File: config.mk
export PLATFORM = sky130hd
export DESIGN_NAME = keypad_lock_sensor_gating_unit
export DESIGN_NICKNAME = d
export VERILOG_FILES = /design/src/rtl/klsg_pkg.sv /design/src/rtl/keypad_lock_sensor_gating_unit.sv
export SDC_FILE = /design/constraint.sdc
export NUM_CORES = 1
export LEC_CHECK = 0
export BUFFER_PORTS_ARGS = -buffer_cell sky130_fd_sc_hd__buf_4
export CORE_MARGIN = 4
export CORE_UTILIZATION = 40
export DETAILED_ROUTE_END_ITERATION = 12
export PLACE_DENSITY = 0.63
export SYNTH_ARGS = -nofsm -noshare
export SYNTH_HDL_FRONTEND = slang
export SYNTH_SLANG_ARGS = --single-unit
export TNS_END_PERCENT = 10
File: constraint.sdc
create_clock -name clk -period 2.6 [get_ports clk]
set_input_delay 0.26 -clock clk [delete_from_list [all_inputs] [get_ports clk]]
set_output_delay 0.26 -clock clk [all_outputs]
set_load 0.03 [all_outputs]
File: src/rtl/klsg_pkg.sv
// ----------------------------------------------------------------------------
// klsg_pkg: shared types and constants for the keypad lock / load gating unit
// Register map indexes, key codes, control byte bit positions, key mapping.
// ----------------------------------------------------------------------------
`default_nettype none

package klsg_pkg;

  localparam int unsigned CFG_AW = 5;
  localparam int unsigned CFG_DW = 32;

  typedef enum logic [2:0] {
    REG_PASS_CHAR_0 = 3'd0,
    REG_PASS_CHAR_1 = 3'd1,
    REG_PASS_CHAR_2 = 3'd2,
    REG_PASS_CHAR_3 = 3'd3,
    REG_TEMP_LIMIT  = 3'd4,
    REG_MOIST_LIMIT = 3'd5
  } reg_index_t;

  localparam logic [7:0] PASS_CHAR_0_RST = 8'd49;
  localparam logic [7:0] PASS_CHAR_1_RST = 8'd50;
  localparam logic [7:0] PASS_CHAR_2_RST = 8'd51;
  localparam logic [7:0] PASS_CHAR_3_RST = 8'd52;
  localparam logic [9:0] LIMIT_RST       = 10'd61;

  // raw keypad positions that mean something while unlocked
  localparam logic [4:0] KEY_NONE   = 5'd0;
  localparam logic [4:0] KEY_BUZZER = 5'd1;
  localparam logic [4:0] KEY_LIGHT  = 5'd2;
  localparam logic [4:0] KEY_FAN    = 5'd3;
  localparam logic [4:0] KEY_PUMP   = 5'd5;
  localparam logic [4:0] KEY_RELOCK = 5'd15;

  localparam int unsigned BIT_WRONG    = 5;
  localparam int unsigned BIT_UNLOCKED = 7;

  localparam logic [2:0] DIGITS = 3'd4;

  // map raw key position to its ASCII legend; unmapped codes pass through
  function automatic logic [7:0] key_to_ascii(input logic [4:0] k);
    logic [7:0] a;
    case (k)
      5'd1:    a = 8'd49;
      5'd2:    a = 8'd50;
      5'd3:    a = 8'd51;
      5'd5:    a = 8'd52;
      5'd6:    a = 8'd53;
      5'd7:    a = 8'd54;
      5'd9:    a = 8'd55;
      5'd10:   a = 8'd56;
      5'd11:   a = 8'd57;
      5'd13:   a = 8'd42;
      5'd14:   a = 8'd48;
      5'd15:   a = 8'd35;
      default: a = {3'b000, k};
    endcase
    return a;
  endfunction

endpackage

`default_nettype wire

File: src/rtl/keypad_lock_sensor_gating_unit.sv
// ----------------------------------------------------------------------------
// keypad_lock_sensor_gating_unit: keypad combination lock with gated loads
// Checks a four-key password, gates four loads by sensor and enable bits and
// lets the unlocked user toggle enables or relock.
// ----------------------------------------------------------------------------
//  channel  | direction | handshake          | payload
//  in       | sink      | in_valid/in_stall  | key_code, door_open, motion_seen,
//           |           |                    | temp_sample, moist_sample
//  out      | source    | out_valid/out_stall| control_byte, enable_mask
//  cfg      | APB slave | psel/penable/pready| paddr, pwdata, prdata
//
// One word per cycle while out_stall is low: an accepted word sits in the input
// register, is resolved by one pass of compare and flag logic and lands in the
// state/result register once that register drains or is empty.
// Reset is synchronous and restores the password and limit registers.
// A stalled result holds the state; in_stall rises only when the input register
// is full and the result cannot drain.
// ----------------------------------------------------------------------------
`default_nettype none

module keypad_lock_sensor_gating_unit (
  input  wire logic        clk,
  input  wire logic        rst,
  input  wire logic        psel,
  input  wire logic        penable,
  input  wire logic        pwrite,
  input  wire logic [4:0]  paddr,
  input  wire logic [31:0] pwdata,
  output logic      [31:0] prdata,
  output logic             pready,
  input  wire logic        in_valid,
  output logic             in_stall,
  input  wire logic [4:0]  key_code,
  input  wire logic        door_open,
  input  wire logic        motion_seen,
  input  wire logic [9:0]  temp_sample,
  input  wire logic [9:0]  moist_sample,
  output logic             out_valid,
  input  wire logic        out_stall,
  output logic [7:0]       control_byte,
  output logic [3:0]       enable_mask
);

  // configuration registers
  logic [7:0] pass_char [4];
  logic [9:0] temp_limit;
  logic [9:0] moist_limit;
  logic       cfg_write;
  logic [2:0] cfg_index;

  // input register
  logic       hold_valid;
  logic [4:0] hold_key;
  logic       hold_door;
  logic       hold_motion;
  logic [9:0] hold_temp;
  logic [9:0] hold_moist;

  // lock state, also the result register
  logic [7:0] ctrl_reg;
  logic [7:0] ctrl_reg_next;
  logic [3:0] enables;
  logic [3:0] enables_next;
  logic [2:0] digit_count;
  logic [2:0] digit_count_next;
  logic [3:0] digit_ok;
  logic       digit_we;
  logic       digit_match;
  logic [3:0] loads;

  logic       out_free;
  logic       advance;
  logic       in_take;

  assign pready    = 1'b1;
  assign cfg_write = psel && penable && pwrite;
  assign cfg_index = paddr[4:2];

  always_ff @(posedge clk) begin
    if (rst) begin
      pass_char[0] <= klsg_pkg::PASS_CHAR_0_RST;
      pass_char[1] <= klsg_pkg::PASS_CHAR_1_RST;
      pass_char[2] <= klsg_pkg::PASS_CHAR_2_RST;
      pass_char[3] <= klsg_pkg::PASS_CHAR_3_RST;
      temp_limit   <= klsg_pkg::LIMIT_RST;
      moist_limit  <= klsg_pkg::LIMIT_RST;
    end else if (cfg_write) begin
      case (cfg_index)
        klsg_pkg::REG_PASS_CHAR_0: pass_char[0] <= pwdata[7:0];
        klsg_pkg::REG_PASS_CHAR_1: pass_char[1] <= pwdata[7:0];
        klsg_pkg::REG_PASS_CHAR_2: pass_char[2] <= pwdata[7:0];
        klsg_pkg::REG_PASS_CHAR_3: pass_char[3] <= pwdata[7:0];
        klsg_pkg::REG_TEMP_LIMIT:  temp_limit   <= pwdata[9:0];
        klsg_pkg::REG_MOIST_LIMIT: moist_limit  <= pwdata[9:0];
        default: ;
      endcase
    end
  end

  always_comb begin
    case (cfg_index)
      klsg_pkg::REG_PASS_CHAR_0: prdata = {24'd0, pass_char[0]};
      klsg_pkg::REG_PASS_CHAR_1: prdata = {24'd0, pass_char[1]};
      klsg_pkg::REG_PASS_CHAR_2: prdata = {24'd0, pass_char[2]};
      klsg_pkg::REG_PASS_CHAR_3: prdata = {24'd0, pass_char[3]};
      klsg_pkg::REG_TEMP_LIMIT:  prdata = {22'd0, temp_limit};
      klsg_pkg::REG_MOIST_LIMIT: prdata = {22'd0, moist_limit};
      default:                   prdata = 32'd0;
    endcase
  end

  // handshake: the result register drains or is empty, then the held word moves
  assign out_free = !out_valid || !out_stall;
  assign advance  = hold_valid && out_free;
  assign in_stall = hold_valid && !out_free;
  assign in_take  = in_valid && !in_stall;

  always_ff @(posedge clk) begin
    if (rst) begin
      hold_valid <= 1'b0;
    end else if (in_take) begin
      hold_valid <= 1'b1;
    end else if (advance) begin
      hold_valid <= 1'b0;
    end
  end

  always_ff @(posedge clk) begin
    if (in_take) begin
      hold_key    <= key_code;
      hold_door   <= door_open;
      hold_motion <= motion_seen;
      hold_temp   <= temp_sample;
      hold_moist  <= moist_sample;
    end
  end

  assign digit_match = klsg_pkg::key_to_ascii(hold_key) == pass_char[digit_count[1:0]];

  always_comb begin
    loads = {(hold_moist > moist_limit) && enables[3],
             (hold_temp  > temp_limit)  && enables[2],
             hold_motion && enables[1],
             hold_door   && enables[0]};
    ctrl_reg_next    = {ctrl_reg[7:4], loads};
    ctrl_reg_next[klsg_pkg::BIT_WRONG] = 1'b0;
    enables_next     = enables;
    digit_count_next = digit_count;
    digit_we         = 1'b0;

    if (!ctrl_reg_next[klsg_pkg::BIT_UNLOCKED]) begin
      if (digit_count < klsg_pkg::DIGITS) begin
        if (hold_key != klsg_pkg::KEY_NONE) begin
          digit_we         = 1'b1;
          digit_count_next = digit_count + 3'd1;
        end
      end else begin
        // verdict tick: key is ignored
        digit_count_next = 3'd0;
        if (&digit_ok) begin
          ctrl_reg_next[klsg_pkg::BIT_UNLOCKED] = 1'b1;
        end else begin
          ctrl_reg_next = (ctrl_reg_next & 8'h2F) | 8'h20;
        end
      end
    end else begin
      case (hold_key)
        klsg_pkg::KEY_BUZZER: enables_next[0] = !enables[0];
        klsg_pkg::KEY_LIGHT:  enables_next[1] = !enables[1];
        klsg_pkg::KEY_FAN:    enables_next[2] = !enables[2];
        klsg_pkg::KEY_PUMP:   enables_next[3] = !enables[3];
        klsg_pkg::KEY_RELOCK: begin
          enables_next     = 4'hF;
          digit_count_next = 3'd0;
          ctrl_reg_next    = 8'd0;
        end
        default: ;
      endcase
    end
  end

  always_ff @(posedge clk) begin
    if (rst) begin
      ctrl_reg    <= 8'd0;
      enables     <= 4'hF;
      digit_count <= 3'd0;
      out_valid   <= 1'b0;
    end else begin
      if (advance) begin
        ctrl_reg    <= ctrl_reg_next;
        enables     <= enables_next;
        digit_count <= digit_count_next;
      end
      if (advance) begin
        out_valid <= 1'b1;
      end else if (!out_stall) begin
        out_valid <= 1'b0;
      end
    end
  end

  // per-digit verdicts, no reset: each is written before the verdict reads it
  always_ff @(posedge clk) begin
    if (advance && digit_we) begin
      digit_ok[digit_count[1:0]] <= digit_match;
    end
  end

  assign control_byte = ctrl_reg;
  assign enable_mask  = enables;

`ifndef NO_ASSERTIONS
  a_count_range: assert property (@(posedge clk) disable iff (rst)
    digit_count <= klsg_pkg::DIGITS)
    else $error("digit count beyond four");

  a_unlocked_no_digits: assert property (@(posedge clk) disable iff (rst)
    ctrl_reg[klsg_pkg::BIT_UNLOCKED] |-> (digit_count == 3'd0))
    else $error("digit count moved while unlocked");

  a_state_holds_on_stall: assert property (@(posedge clk) disable iff (rst)
    (out_valid && out_stall) |=> ($stable(ctrl_reg) && $stable(enables)))
    else $error("lock state changed under a stalled result");
`endif

endmodule

`default_nettype wire

==> flow_summary.json, run 1 <==
{
  "syn-instance-count": 470,
  "outcome": "finished, final reports clean",
  "critical_path_cell_by_cell": "mux4_2 > or4_1 > a21oi_1 > a31oi_1 > nor4_1 > buf_4",
  "synthFlopType": "edfxtp_1",
  "post-dp-hpwl_microns": 8940,
  "globalplace.congestion": 0.818,
  "ctsHoldBuffers": 0,
  "first_pass_grt_wire_length_microns": 18900,
  "yosysSeqAreaShare_pct": 50.7,
  "setup_viol": 0,
  "stdcell_area_sq_mm": 0.00612,
  "worstPathMaxFanout": 4,
  "critPathRequiredTime_ns": 2.82,
  "post_cts_resized": 0,
  "crit_path_end_kind": "flip-flop",
  "global_route.overflow_total": 0,
  "die-height_microns": 122,
  "place.port_buffers": 68,
  "postPlaceCellArea_sq_mm": 0.00584,
  "setup-tns-final_ns": 0,
  "dieArea_sq_mm": 0.0149,
  "synth_largest_area_cell": "edfxtp_1",
  "power_density_mw_per_mm2": 572,
  "synthTopCellsByArea": "edfxtp_1 (36%), dfxtp_1 (14%), ha_1 (5.8%)",
  "final.period_utilization_pct": 81.3,
  "ys_top_cells_by_count": "edfxtp_1 (63), dfxtp_1 (37), mux2i_1 (30), nand2_1 (30), nor2_1 (30)",
  "syn_area_sq_mm": 0.00519,
  "timing.final.max_slew_violations": 0,
  "critPathLaunchType": "flip-flop",
  "drt_pre_antenna_iters": 4,
  "clock-root-buffer": "clkbuf_16",
  "tritoncts_clock_tree": "built",
  "yosys.cell_count.top_type": "edfxtp_1",
  "vias": 3748,
  "slew_headroom_pct": 52.0,
  "max_cap_violations": 0,
  "vias_per_cell": 5.23,
  "drtAntennaViolNets": 0,
  "coreArea_sq_mm": 0.0127,
  "num_rows": 41,
  "synthesis_warnings": 0,
  "p_total_mw": 3.50,
  "criticalPathCategory": "reg -> reg",
  "nFillCells": 1166,
  "cts-htree-levels": 3,
  "diode_insertion_count_for_antenna_repair": 0,
  "fin_nets": 635,
  "start_util_pct": 41.0,
  "track_usage_pct": 16.7,
  "power_leakage_nw": 2.41,
  "initial_antenna_violation_count": 0,
  "grt_pass1_vias": 3718,
  "crit_arrival_ns": 2.33,
  "worstMarginPinSlew_ns": 0.713,
  "cts-buffers-inserted": 9,
  "synth_cell_types": 58,
  "postCtsSetupRepairBufs": 0,
  "detailedRoute.firstIterationViolations": 225,
  "totalWireLength_microns": 12000,
  "fin_crit_ns": 2.11,
  "synth.avg_cell_area_sq_um": 11.1,
  "finClkSkew_ns": 0.00766,
  "yosys_register_bits": 100,
  "fmax_ghz": 0.473,
  "cts_buffer_depth": 2,
  "grt_max_degree": 28,
  "drc": 0,
  "synth_largest_type_area_fraction_pct": 36.4,
  "count_of_flip_flops_with_a_built_in_enable_after_synthesis": 63,
  "rsz0062_at_grt": "no",
  "clk-insertion-delay-late_ns": 0.35,
  "clock_sinks": 100,
  "pin_count": 118,
  "wl_per_cell_microns": 16.8,
  "hp-class": "in -> reg",
  "synth_async_sr_flop_share_pct": 0,
  "drive_gt1_share_pct": 19.1,
  "hold_viol": 0,
  "die_width_microns": 122,
  "flow.area_growth_from_synthesis_pct": 17.8,
  "cts.reportedPaths.clkPinSlew_ns": 0.07,
  "critical_path.slowest_cell": "mux4_2",
  "vdd.ir_drop.worst_uv": 558,
  "worst_path_largest_cell_delay_ns": 0.53
}
cell type report:
cell class	instances	area [sq um]	area share [%]
clock inverters	2	12.5	0.204
flip-flops and latches	100	2630	43.0
well taps	172	215	3.52
clock buffers	14	264	4.31
inverters	30	113	1.84
repair buffers	83	623	10.2
multi-input cells	316	2260	36.9
per-stage QoR:
stage                     util (%)  setup WS (ns)  hold WS, ns  std cells
final                         48.3          0.487       0.0785        717
after CTS                     48.3          0.476       0.0663        717
after global routing          48.3          0.405       0.0621        717
after global placement        46.1          0.437        0.438        701
after detailed placement      46.1          0.501        0.439        701
after floorplan                  -          0.179        0.359        493
worst max-delay path, delay by kind of cell, from the launching register on:
family	cells	cell delay, ns
AOI/OAI and AO/OA	2	0.20
buffers and inverters	1	0.17
DFF	1	0.39
muxes	1	0.53
and+or+nand+nor	2	0.69
power by group:
part	internal [mW]	switching (mW)	leakage, nW
clock network	0.701	0.559	0.133
logic	0.177	0.266	1.36
registers	1.75	0.0441	0.918
cell usage in the layout (no fill, tap or decap), drive strengths merged, types with 3 or more instances in the layout:
cell type,n
mux2i,30
a21oi,19
nand2b,18
o22ai,5
a211oi,4
nor2b,3
a221oi,3
nand2,30
nor2,30
o31ai,3
o21ai,9
mux4,9
dfxtp,37
ha,24
clkbuf,14
o21a,6
nor3,7
o221ai,3
conb,25
o211ai,10
nand4,9
edfxtp,63
buf,83
and2,23
nor4,6
nand3,4
inv,29
xor2,6
cells by family after synthesis:
family,synth area share [%]
compound gates,9.97
xor+xnor,1.18
fa+ha+maj,5.78
buf+inv,7.54
flops,50.7
mux,10.0
other cells,0.145
simple gates,14.7
routing by layer:
metal / vias to the layer above / part of all wire (%) / global-route usage [%] / routed length (microns)
met5: - / 0 / 0 / 0
li1: 1805 / - / - / -
met1: 1796 / 43 / 21.5 / 5150
met2: 133 / 49 / 27.6 / 5870
met3: 14 / 7.1 / 5.11 / 856
met4: 0 / 1.3 / 4.06 / 158
flip-flops by register name, summed over array words and instances (netlist names), named ones only:
signal / count
digit_count: 3
hold_temp: 10
enable_mask: 4
temp_limit: 10
control_byte: 6
out_valid: 1
hold_moist: 10
hold_valid: 1
moist_limit: 10
hold_motion: 1
pass_char: 32
hold_key: 5
digit_ok: 4
hold_door: 1
worst paths after layout:
path	startpoint	endpoint	slack, ns	cells past startpoint
worst min register to register	control_byte[0]	control_byte[0]	0.45	2
worst max-delay path	pass_char[3][4]	digit_ok[1]	0.49	6
worst min-delay path	moist_sample[4]	hold_moist[4]	0.08	1
worst max register to register	pass_char[3][4]	digit_ok[1]	0.49	6
Note: power is estimated with default switching activity, not from simulation.
==> run 2, diff against run 1 <==
Clock period 2.6 ns to 1.99 ns, I/O delays scaled along.
==> run 2 against run 1 <==
The flow now finishes with violations (negative setup slack). Wire length up 4.8%. Final area up 4.0%. Core utilization up 1.9 points. Worst setup slack worse by 0.57 ns. Count of clock-buffer cells in the layout down 3. Fmax up 2.2%. Global-route usage up 1.2 points. Clock power up 38%. Combinational power up 42%. Power up 35%. Sequential share of layout area down 1.6 points. Flip-flop and latch count unchanged. Critical path type unchanged.
==> flow_summary.json, run 2 (synthesis results as in run 1) <==
{
  "outcome": "finished with violations",
  "violated_checks": "negative setup slack",
  "regToRegEndpoint": "digit_ok[1]",
  "pin_count": 118,
  "clk-insertion-delay-late_ns": 0.36,
  "die_width_microns": 122,
  "criticalPathCategory": "reg -> reg",
  "power_density_mw_per_mm2": 741,
  "track_usage_pct": 17.8,
  "totalWireLength_microns": 12600,
  "critical_path.slowest_cell": "mux4_2",
  "final_core_util_pct": 50.2,
  "power_leakage_nw": 2.54,
  "diode_insertion_count_for_antenna_repair": 0,
  "crit_path_end_kind": "flip-flop",
  "num_rows": 41,
  "largest_register_ff_count": 32,
  "mostFrequentLayoutCell": "buf_4",
  "postPlaceCellArea_sq_mm": 0.00593,
  "drtAntennaViolNets": 0,
  "post-dp-hpwl_microns": 9360,
  "crit_arrival_ns": 2.29,
  "die-height_microns": 122,
  "setup_viol": 4,
  "most_flops_register": "pass_char",
  "worst_path_largest_cell_delay_ns": 0.48,
  "finClkSkew_ns": 0.00776,
  "drive_gt1_share_pct": 22.6,
  "start_util_pct": 41.0,
  "timing.hold.worst_path_depth": 1,
  "tritoncts_clock_tree": "built",
  "detailedPlace.worstSlack_ns": -0.0915,
  "r2r_start": "pass_char[0][4]",
  "wl_per_cell_microns": 17.1,
  "initial_antenna_violation_count": 0,
  "mostFrequentLayoutCells": "buf_4 (94), edfxtp_1 (63), dfxtp_1 (36)",
  "vias_per_cell": 5.18,
  "count_of_cells_along_the_worst_register_to_register_path": 6,
  "clock_sinks": 100,
  "global_route.overflow_total": 0,
  "drt_pre_antenna_iters": 4,
  "max_cap_violations": 0,
  "first_pass_grt_wire_length_microns": 20000,
  "cts-htree-levels": 3,
  "globalplace.congestion": 0.818,
  "fin_crit_ns": 2.07,
  "cts_buffer_depth": 2,
  "place.port_buffers": 68,
  "postLayoutSetupSlackWorst_ns": -0.0786,
  "stdcell_area_sq_mm": 0.00637,
  "drc": 0,
  "holdCritStartpoint": "temp_sample[5]",
  "hold_viol": 0,
  "detailedRoute.firstIterationViolations": 260,
  "hp-class": "in -> reg",
  "cts.reportedPaths.clkPinSlew_ns": 0.07,
  "vias": 3826,
  "rsz0062_at_grt": "yes",
  "fin_nets": 656,
  "vdd.ir_drop.worst_uv": 793,
  "critical_path_cell_by_cell": "mux4_2 > or4_4 > a21oi_2 > a31oi_1 > nor4_1 > buf_4",
  "fmax_ghz": 0.483,
  "hold_path_end": "hold_temp[5]",
  "worstPathMaxFanout": 4,
  "reg2reg_setup_slack_ns": -0.08,
  "grt_max_degree": 28,
  "coreArea_sq_mm": 0.0127,
  "timing.final.max_slew_violations": 0,
  "critPathRequiredTime_ns": 2.21,
  "cts-buffers-inserted": 9,
  "dieArea_sq_mm": 0.0149,
  "critPathLaunchType": "flip-flop",
  "final.period_utilization_pct": 104,
  "clock-root-buffer": "clkbuf_16",
  "flow.area_growth_from_synthesis_pct": 22.5,
  "grt_pass1_vias": 3957
}
-- run 2: how the worst max path moves through the flow --
stage | slack, ns | end | startpoint
final | -0.08 | digit_ok[1] | pass_char[0][4]
after global routing | -0.15 | digit_ok[1] | pass_char[0][4]
after CTS | -0.06 | digit_ok[1] | pass_char[0][4]
after detailed placement | -0.09 | digit_ok[1] | pass_char[0][4]
after global placement | -0.09 | digit_ok[2] | flip-flop
after floorplan | -0.20 | digit_ok[0] | flip-flop
-- run 2: stage by stage --
stage,power (mW),setup TNS (ns),cells,hold WS [ns]
3_3_place_gp,2.98,-0.347,713,0.377
2_1_floorplan,2.79,-0.833,493,0.298
3_5_place_dp,3.00,-0.422,713,0.378
6_report,4.71,-0.310,738,0.0185
4_1_cts,4.74,-0.220,732,0.000180
5_1_grt,4.89,-0.579,738,0.0000415
-- run 2: repair_timing --
item	CTS	global route
setup endpoints to repair	8	14
gates resized for setup	3	9
hold buffers	3	6
pin swaps	2	1
hold endpoints to repair	3	6
buffers inserted	0	0
-- run 2: cell type report --
type / instances / area, sq um
multi-input combinational: 316 / 2300
clock inverter: 5 / 40.0
inverter: 30 / 113
sequential: 100 / 2630
timing repair buffer: 104 / 807
fill: 1176 / 6300
clock buffer: 11 / 255
tap: 172 / 215
-- run 2: where the power goes --
part / switching (mW) / internal (mW) / leakage, nW
combinational: 0.368 / 0.263 / 1.47
clock: 0.798 / 0.941 / 0.149
sequential: 0.0530 / 2.29 / 0.919
total: 1.22 / 3.49 / 2.54
-- run 2: layer usage --
layer | up-vias | wire, microns | global-route usage, %
met5 | - | 0 | 0
met2 | 121 | 6290 | 29.7
met1 | 1843 | 5400 | 22.5
li1 | 1849 | - | -
met3 | 13 | 784 | 5.80
met4 | 0 | 146 | 4.48
-- run 2: worst max-delay path, delay by kind of cell, from the launching register on --
family | cells | cell delay [ns]
muxes | 1 | 0.48
buffers and inverters | 1 | 0.18
DFF | 1 | 0.40
AOI/OAI and AO/OA | 2 | 0.18
and+or+nand+nor | 2 | 0.71
